--- src/rtl/onle_pkg.sv ---
`default_nettype none
// ----------------------------------------------------------------------------
// onle_pkg
// Shared types, codes and name helpers for the ordered name list engine.
// ----------------------------------------------------------------------------
package onle_pkg;

	localparam int NAME_BYTES  = 14;
	localparam int STORE_BYTES = 14;
	localparam int NAME_W      = 8 * STORE_BYTES;

	typedef logic [NAME_W-1:0] name_t;

	typedef enum logic [1:0] {
		MODE_APPEND = 2'd0,
		MODE_INSERT = 2'd1,
		MODE_SEARCH = 2'd2,
		MODE_DELETE = 2'd3
	} mode_t;

	typedef enum logic [1:0] {
		ST_OK      = 2'd0,
		ST_POS_OOB = 2'd1,
		ST_NOT_FND = 2'd2,
		ST_FULL    = 2'd3
	} status_t;

	// name ends at its first zero byte; everything after reads as zero
	function automatic name_t norm_name(input logic [55:0] lo, input logic [55:0] hi);
		name_t      raw;
		name_t      res;
		logic       ended;
		logic [7:0] b;
		raw   = {hi, lo};
		res   = '0;
		ended = 1'b0;
		for (int i = 0; i < STORE_BYTES; i++) begin
			b = raw[8*i +: 8];
			if (i >= NAME_BYTES || ended) begin
				b = 8'd0;
			end
			if (b == 8'd0) begin
				ended = 1'b1;
			end
			res[8*i +: 8] = b;
		end
		return res;
	endfunction

	// entry begins with key (key bytes after its end are zero)
	function automatic logic name_match(input name_t key, input name_t ent);
		logic hit;
		hit = 1'b1;
		for (int j = 0; j < STORE_BYTES; j++) begin
			if (key[8*j +: 8] != 8'd0 && ent[8*j +: 8] != key[8*j +: 8]) begin
				hit = 1'b0;
			end
		end
		return hit;
	endfunction

endpackage
`default_nettype wire

--- src/rtl/ordered_name_list_engine_unit.sv ---
`default_nettype none
// ----------------------------------------------------------------------------
// ordered_name_list_engine_unit
// Ordered list of short names with append, insert, prefix search and delete.
// ----------------------------------------------------------------------------
// Usage:
//   Input beat: mode, name_first, name_second, position on in_valid/in_stall.
//   Output beat: status, found_index, count_after on out_valid/out_stall.
//   One request at a time; in_stall is high from accept until the result is
//   loaded into the output register. A waiting output beat does not block the
//   next request.
// Walk (n = entry count, p = position, w = match index): error checks
//   need no walk; append writes at n; insert moves entries p to n - 1
//   one place toward the end, then writes at p; search reads from index 0
//   up to w (all n when not found); delete finds the match, then moves each
//   later entry one place toward the front. The time per request is set by
//   the single read port of the name memory that is walked one entry per cycle.
// Reset: arst_n clears the entry count and all control; memory contents are
//   not cleared and are only read below the entry count.
// Stall: a finished result waits in the done state while the output register
//   is full and stalled.
// ----------------------------------------------------------------------------
module ordered_name_list_engine_unit
	import onle_pkg::*;
#(
	parameter int DEPTH = 16
) (
	input  wire logic        clk,
	input  wire logic        arst_n,
	input  wire logic        in_valid,
	output      logic        in_stall,
	input  wire logic [1:0]  mode,
	input  wire logic [55:0] name_first,
	input  wire logic [55:0] name_second,
	input  wire logic [4:0]  position,
	output      logic        out_valid,
	input  wire logic        out_stall,
	output      logic [1:0]  status,
	output      logic [3:0]  found_index,
	output      logic [4:0]  count_after
);

	localparam int IW = (DEPTH > 1) ? $clog2(DEPTH) : 1;
	localparam int CW = $clog2(DEPTH + 1);
	localparam int PW = (CW > 5) ? CW : 5;

	typedef enum logic [2:0] {
		S_IDLE,
		S_SCAN,
		S_SHDN,
		S_SHUP,
		S_WRITE,
		S_DONE
	} state_t;

	state_t          state_q;
	logic [CW-1:0]   count_q;
	logic [CW-1:0]   ptr_q;
	logic [CW-1:0]   pos_q;
	logic [IW-1:0]   wdst_q;
	logic            pend_q;
	mode_t           mode_q;
	name_t           key_q;
	status_t         res_st_q;
	logic [IW-1:0]   res_idx_q;

	logic            out_valid_q;
	status_t         status_q;
	logic [3:0]      found_index_q;
	logic [4:0]      count_after_q;

	name_t           mem_q [DEPTH];
	name_t           rd_data_q;
	logic [IW-1:0]   rd_addr;
	logic            wr_en;
	logic [IW-1:0]   wr_addr;
	name_t           wr_data;

	logic            in_acc;
	logic            hit;
	logic [CW-1:0]   ptr_dec;
	logic [PW-1:0]   pos_ext;
	logic [PW-1:0]   cnt_ext;

	assign in_stall = (state_q != S_IDLE);
	assign in_acc   = in_valid && !in_stall;
	assign hit      = pend_q && name_match(key_q, rd_data_q);
	assign ptr_dec  = ptr_q - CW'(1);
	assign pos_ext  = (mode_t'(mode) == MODE_APPEND) ? PW'(count_q) : PW'(position);
	assign cnt_ext  = PW'(count_q);

	always_comb begin
		rd_addr = ptr_q[IW-1:0];
		wr_en   = 1'b0;
		wr_addr = wdst_q;
		wr_data = rd_data_q;
		case (state_q)
			S_SHUP: begin
				rd_addr = ptr_dec[IW-1:0];
				wr_en   = pend_q;
			end
			S_SHDN: begin
				wr_en = pend_q;
			end
			S_WRITE: begin
				wr_en   = 1'b1;
				wr_addr = pos_q[IW-1:0];
				wr_data = key_q;
			end
			default: begin
				wr_en = 1'b0;
			end
		endcase
	end

	always_ff @(posedge clk) begin
		if (wr_en) begin
			mem_q[wr_addr] <= wr_data;
		end
		rd_data_q <= mem_q[rd_addr];
	end

	always_ff @(posedge clk or negedge arst_n) begin
		if (!arst_n) begin
			state_q       <= S_IDLE;
			count_q       <= '0;
			ptr_q         <= '0;
			pos_q         <= '0;
			wdst_q        <= '0;
			pend_q        <= 1'b0;
			mode_q        <= MODE_APPEND;
			res_st_q      <= ST_OK;
			res_idx_q     <= '0;
			out_valid_q   <= 1'b0;
			status_q      <= ST_OK;
			found_index_q <= '0;
			count_after_q <= '0;
		end else begin
			if (out_valid_q && !out_stall && state_q != S_DONE) begin
				out_valid_q <= 1'b0;
			end
			case (state_q)
				S_IDLE: begin
					if (in_acc) begin
						mode_q    <= mode_t'(mode);
						key_q     <= norm_name(name_first, name_second);
						pend_q    <= 1'b0;
						res_st_q  <= ST_OK;
						res_idx_q <= '0;
						if (mode_t'(mode) == MODE_APPEND || mode_t'(mode) == MODE_INSERT) begin
							if (pos_ext > cnt_ext) begin
								res_st_q <= ST_POS_OOB;
								state_q  <= S_DONE;
							end else if (count_q >= CW'(DEPTH)) begin
								res_st_q <= ST_FULL;
								state_q  <= S_DONE;
							end else begin
								pos_q   <= pos_ext[CW-1:0];
								ptr_q   <= count_q;
								state_q <= S_SHUP;
							end
						end else begin
							ptr_q   <= '0;
							state_q <= S_SCAN;
						end
					end
				end
				S_SCAN: begin
					if (hit) begin
						res_idx_q <= wdst_q;
						pend_q    <= 1'b0;
						if (mode_q == MODE_SEARCH) begin
							state_q <= S_DONE;
						end else begin
							ptr_q   <= CW'(wdst_q) + CW'(1);
							state_q <= S_SHDN;
						end
					end else if (ptr_q < count_q) begin
						pend_q <= 1'b1;
						wdst_q <= ptr_q[IW-1:0];
						ptr_q  <= ptr_q + CW'(1);
					end else if (!pend_q) begin
						res_st_q <= ST_NOT_FND;
						state_q  <= S_DONE;
					end else begin
						pend_q <= 1'b0;
					end
				end
				S_SHDN: begin
					if (pend_q) begin
						wdst_q <= wdst_q + IW'(1);
					end
					if (ptr_q < count_q) begin
						pend_q <= 1'b1;
						ptr_q  <= ptr_q + CW'(1);
					end else begin
						pend_q <= 1'b0;
						if (!pend_q) begin
							count_q <= count_q - CW'(1);
							state_q <= S_DONE;
						end
					end
				end
				S_SHUP: begin
					if (ptr_q > pos_q) begin
						pend_q <= 1'b1;
						wdst_q <= ptr_q[IW-1:0];
						ptr_q  <= ptr_dec;
					end else begin
						pend_q <= 1'b0;
						if (!pend_q) begin
							state_q <= S_WRITE;
						end
					end
				end
				S_WRITE: begin
					count_q   <= count_q + CW'(1);
					res_idx_q <= pos_q[IW-1:0];
					state_q   <= S_DONE;
				end
				S_DONE: begin
					if (!out_valid_q || !out_stall) begin
						out_valid_q   <= 1'b1;
						status_q      <= res_st_q;
						found_index_q <= (res_st_q == ST_OK) ? 4'(res_idx_q) : 4'd0;
						count_after_q <= 5'(count_q);
						state_q       <= S_IDLE;
					end
				end
				default: begin
					state_q <= S_IDLE;
				end
			endcase
		end
	end

	assign out_valid   = out_valid_q;
	assign status      = status_q;
	assign found_index = found_index_q;
	assign count_after = count_after_q;

`ifndef ASSERT_OFF
	a_count_bound: assert property (@(posedge clk) disable iff (!arst_n)
		count_q <= CW'(DEPTH))
		else $error("entry count above depth");

	a_count_step: assert property (@(posedge clk) disable iff (!arst_n)
		!$stable(count_q) |-> (count_q == $past(count_q) + CW'(1)) ||
		(count_q == $past(count_q) - CW'(1)))
		else $error("entry count moved by more than one");

	a_write_in_list: assert property (@(posedge clk) disable iff (!arst_n)
		wr_en |-> (CW'(wr_addr) <= count_q))
		else $error("memory write beyond list end");

	a_err_index: assert property (@(posedge clk) disable iff (!arst_n)
		(out_valid && status != ST_OK) |-> (found_index == 4'd0))
		else $error("nonzero index on error status");

	a_pend_only_walk: assert property (@(posedge clk) disable iff (!arst_n)
		(state_q == S_IDLE || state_q == S_DONE || state_q == S_WRITE) |-> !pend_q)
		else $error("read pending outside a walk");
`endif

endmodule
`default_nettype wire
--- config.mk ---
export PLATFORM = sky130hd
export DESIGN_NAME = ordered_name_list_engine_unit
export DESIGN_NICKNAME = d
export VERILOG_FILES = /design/src/rtl/onle_pkg.sv /design/src/rtl/ordered_name_list_engine_unit.sv
export SDC_FILE = /design/constraint.sdc
export NUM_CORES = 2
export LEC_CHECK = 0
export BUFFER_PORTS_ARGS = -buffer_cell sky130_fd_sc_hd__clkbuf_2
export CORE_MARGIN = 1
export CORE_UTILIZATION = 59
export DETAILED_ROUTE_END_ITERATION = 8
export GPL_ROUTABILITY_DRIVEN = 0
export PLACE_DENSITY = 0.75
export SETUP_SLACK_MARGIN = 0.3
export SYNTH_ARGS = -nofsm -noshare
export SYNTH_HDL_FRONTEND = slang
export SYNTH_SLANG_ARGS = --single-unit
--- constraint.sdc ---
create_clock -name clk -period 8.4 [get_ports clk]
set_clock_uncertainty 0.15 [all_clocks]
set_input_delay 1.68 -clock clk [delete_from_list [all_inputs] [get_ports clk]]
set_output_delay 1.68 -clock clk [all_outputs]
set_load 0.03 [all_outputs]
==> metrics.sh <==
TOTALNEGATIVESETUPSLACK_PS=0
AREA_GROWTH_SYNTH_TO_FINISH_PCT=11.54
PATH_COMMON_CELL='sky130_fd_sc_hd__a21boi_2'
LAYOUT-DRIVE-GT1-SHARE_PCT=25.69
WORSTSETUPENDPOINTTYPE='flip-flop'
SYNTH_NETS=3929
SYN-MEAN-INSTANCE-AREA_UM2=21.00
GRT_ANTENNA_BEFORE_REPAIR=2
FINALHOLDVIOLCOUNT=0
ROUTED_WIRE_LENGTH_PER_INSTANCE_UM=29.40
DIE_W_UM=369.0
H-TREE-DEPTH=4
FIRST_GLOBAL_VIAS=38710
SYNTH_SEQ_CELLS=2059
TRITONCTS='built'
PORT_BUFFERS=135
CLOCK_SLEW_SEEN_BY_THE_REGISTERS_OF_THE_WORST_SETUP_AND_HOLD_PATHS_PS=60
START_KIND='primary input'
TOTAL_VIAS_IN_THE_FINAL_ROUTE=38040
FINAL_MIN_PERIOD_OVER_CLOCK_PERIOD_PCT=58.13
FINISH.NET_COUNT=4141
FINALSETUPVIOLATIONS=0
CLOCK_SINK_COUNT=2059
LEAKAGEPOWER_nW=28.76
YOSYSTOPAREACELL='sky130_fd_sc_hd__edfxtp_1'
DETAILEDPLACEMENTHPWL_UM=80100
FLOORPLAN.CORE_AREA_MM2=0.1336
SYNTH_AREA_MM2=0.07947
FINAL_CRITICAL_PATH_SETUP_SLACK_PS=3517
POST-SYNTH-TOP-AREA-FRACTION_PCT=71.94
PIN_COUNT_OF_THE_BIGGEST_NET_ENTERING_GLOBAL_ROUTING=131
SYN_INST=3784
CTS_BUFFERS=195
CRITPATHSLOWESTCELL='sky130_fd_sc_hd__a21boi_0'
CTS-ROOT-TO-SINK-BUFFERS=3
CTS.REPAIR.RESIZED=0
CTS_ROOT_BUF='sky130_fd_sc_hd__clkbuf_16'
CRITICAL_PATH_CLASS='primary input to flip-flop'
CP_CELL_SEQUENCE='clkbuf_2 > nor4_1 > nand2_1 > nand3_1 > nor4b_4 > a21boi_2 > a21boi_2 > a21boi_0 > and2_1'
UNREPAIRED_SETUP_ENDPOINTS_AFTER_GLOBAL_ROUTING='no'
PWR_DENSITY_CELL_mW_PER_MM2=361.0
FP.DIEH_UM=369.0
LARGEST_FANOUT_OF_ANY_NET_ON_THE_CRITICAL_PATH=9
MAX_SLEW_VIOLATION_TOTAL_FROM_THE_FINAL_REPORT=0
TOP_LEVEL_PORTS=136
LEAST_MARGIN_PIN_SLEW_PS=1289
SYNTHTOPCELLSBYCOUNT='sky130_fd_sc_hd__edfxtp_1 (1,904), sky130_fd_sc_hd__mux4_2 (560), sky130_fd_sc_hd__nand2_1 (403), sky130_fd_sc_hd__clkbuf_1 (121), sky130_fd_sc_hd__dfxtp_1 (112)'
CRITICAL_PATH_ARRIVAL_PS=5410
POST-ROUTE-MIN-PERIOD_PS=4883
CRITPATHMAXSTAGEDELAY_PS=890
ROUTE.DETAILED.VIAS_PER_INST=6.411
DRT_ITER0_DRC=4716
INSERTION_DELAY_PS=810
FINALPOWER_mW=32.00
SYNTH.DISTINCT_CELLS=61
CRITICAL_PATH_REQUIRED_PS=8920
IR_WORST_VDD_mV=0.4528
GRT_PASS1_WL_UM=256600
POSTSYNTH.TOPFLOPCELL='sky130_fd_sc_hd__edfxtp_1'
INSERTEDDIODECOUNT=0
YOSYS-TOP-CELLS-AREA='sky130_fd_sc_hd__edfxtp_1 (72%), sky130_fd_sc_hd__mux4_2 (16%), sky130_fd_sc_hd__dfxtp_1 (2.8%)'
ANTENNA_LEFT=0
CTS_POST_SETUP_BUFFERS_INSERTED=0
GR-TOTAL-OVERFLOW=0
TOP_COUNT_CELL_POST_SYNTH='sky130_fd_sc_hd__edfxtp_1'
VIOLATIONS='design-rule violations'
DRT_PASS1_ITERATIONS=7
KIND_OF_PATH_BEHIND_THE_TIGHTEST_HOLD_CHECK='flip-flop to flip-flop'
RRSETUPSLACK_PS=3740
CTS_HOLD_BUF=0
SYNTH_ENABLE_FLOP_CELLS=1904
YS_WARN_COUNT=0
SEQ_TOTAL_AREA_YOSYS_PCT=76.12
GROUTE.USAGE.OVERALL_PCT=26.18
DRT_WL_TOTAL_UM=174400
YS_ASYNC_SR_FRACTION_PCT=2.088
POST-ROUTE-UTIL_PCT=66.34
MAX_CAP_VIOL_COUNT=0
FILLER_CELL_COUNT=8285
DETAIL_ROUTE.DRC_VIOLATIONS=21
TIMING.FMAX_MHz=204.8
DIEAREA_MM2=0.1362
TIMING.MAX_SLEW.REL_SLACK_PCT=13.76
DPL_WORST_SLACK_PS=2591
FLOORPLAN.INITIALDENSITY_PCT=59.47
RESULT_OF_THE_RUN='finished, violations left'
ROW_COUNT=134
-- area by class of cell --
| cell class | count | area (um^2) | area share (%) |
|---|---|---|---|
| sequential | 2059 | 60490 | 68.24 |
| multi-input combinational | 1539 | 18410 | 20.76 |
| clock buffer | 288 | 5494 | 6.198 |
| tap | 1768 | 2212 | 2.496 |
| timing repair buffer | 184 | 1319 | 1.488 |
| clock inverter | 78 | 650.6 | 0.7340 |
| inverter | 17 | 68.82 | 0.07763 |
-- cells by family after synthesis --
group                    after synthesis  synth area share [%]
AO/OA/AOI/OAI                        115                0.9258
XOR/XNOR                             124                 1.367
adder cells (fa/ha/maj)               22                0.3558
buffers and inverters                186                0.9651
flip-flops                          2059                 76.12
multiplexers                         583                 16.18
AND/OR/NAND/NOR                      695                 4.084
-- sequential cells by signal, indices dropped and copies added, names as in the netlist, 3 cells and up --
| signal | cells |
|---|---|
| rd_data_q | 112 |
| wdst_q | 4 |
| state_q | 3 |
| cnt_ext | 5 |
| ptr_q | 5 |
| found_index | 4 |
| key_q | 112 |
| res_idx_q | 4 |
| count_after | 5 |
| pos_q | 5 |
| mem_q | 1792 |
-- metrics by stage --
step / cells / hold WS, ps / cell area [um^2]
6_report: 5933 / 327.1 / 88640
3_3_place_gp: 5567 / 307.4 / 82500
4_1_cts: 5933 / 332.3 / 88640
5_1_grt: 5933 / 345.7 / 88640
2_1_floorplan: 3784 / 293.5 / 79470
3_5_place_dp: 5567 / 320.2 / 82500
-- worst max-delay path, delay by kind of cell --
family,cells,cell delay (ps)
compound gates,3,1750
buf+inv,1,90
simple gates,5,1870
-- routing by layer --
| layer | GRT usage [%] | part of all wire [%] | up-vias |
|---|---|---|---|
| met2 | 42.87 | 51 | 1855 |
| met1 | 36.98 | 39 | 20010 |
| met4 | 6.894 | 2.0 | 2 |
| met3 | 4.574 | 8.7 | 241 |
| li1 | - | - | 15940 |
| met5 | 0 | 0.0052 | - |
-- power breakdown --
part           internal [mW]  total, mW  switching [mW]  leakage [nW]
Sequential              13.6       14.1           0.504          18.6
Combinational           4.29       9.40            5.11          7.12
Clock                   4.78       8.46            3.69          3.01
Total                   22.7       32.0            9.30          28.8
-- worst paths after layout --
| check | cells past startpoint | end | startpoint |
|---|---|---|---|
| min in group asynchronous | 2 | res_idx_q[2] | arst_n |
| min reg2reg | 2 | found_index[0] | found_index[0] |
| min | 2 | found_index[0] | found_index[0] |
| max reg2reg | 8 | mem_q[8][52] | state_q[2] |
| max in group asynchronous | 2 | state_q[1] | arst_n |
| max | 9 | key_q[111] | name_second[14] |
-- layout by cell type (no fill, tap or decap), types with 38 or more instances in the layout --
cell type	count
sky130_fd_sc_hd__and3_1	44
sky130_fd_sc_hd__mux4_2	560
sky130_fd_sc_hd__clkbuf_16	199
sky130_fd_sc_hd__nor4_1	75
sky130_fd_sc_hd__o21ai_0	38
sky130_fd_sc_hd__dfrtp_1	43
sky130_fd_sc_hd__clkbuf_2	135
sky130_fd_sc_hd__xor2_1	93
sky130_fd_sc_hd__edfxtp_1	1904
sky130_fd_sc_hd__nand2_1	403
sky130_fd_sc_hd__dfxtp_1	112
sky130_fd_sc_hd__and2_1	66
sky130_fd_sc_hd__clkbuf_1	71
No activity file was read; power rests on OpenSTA's default activity.
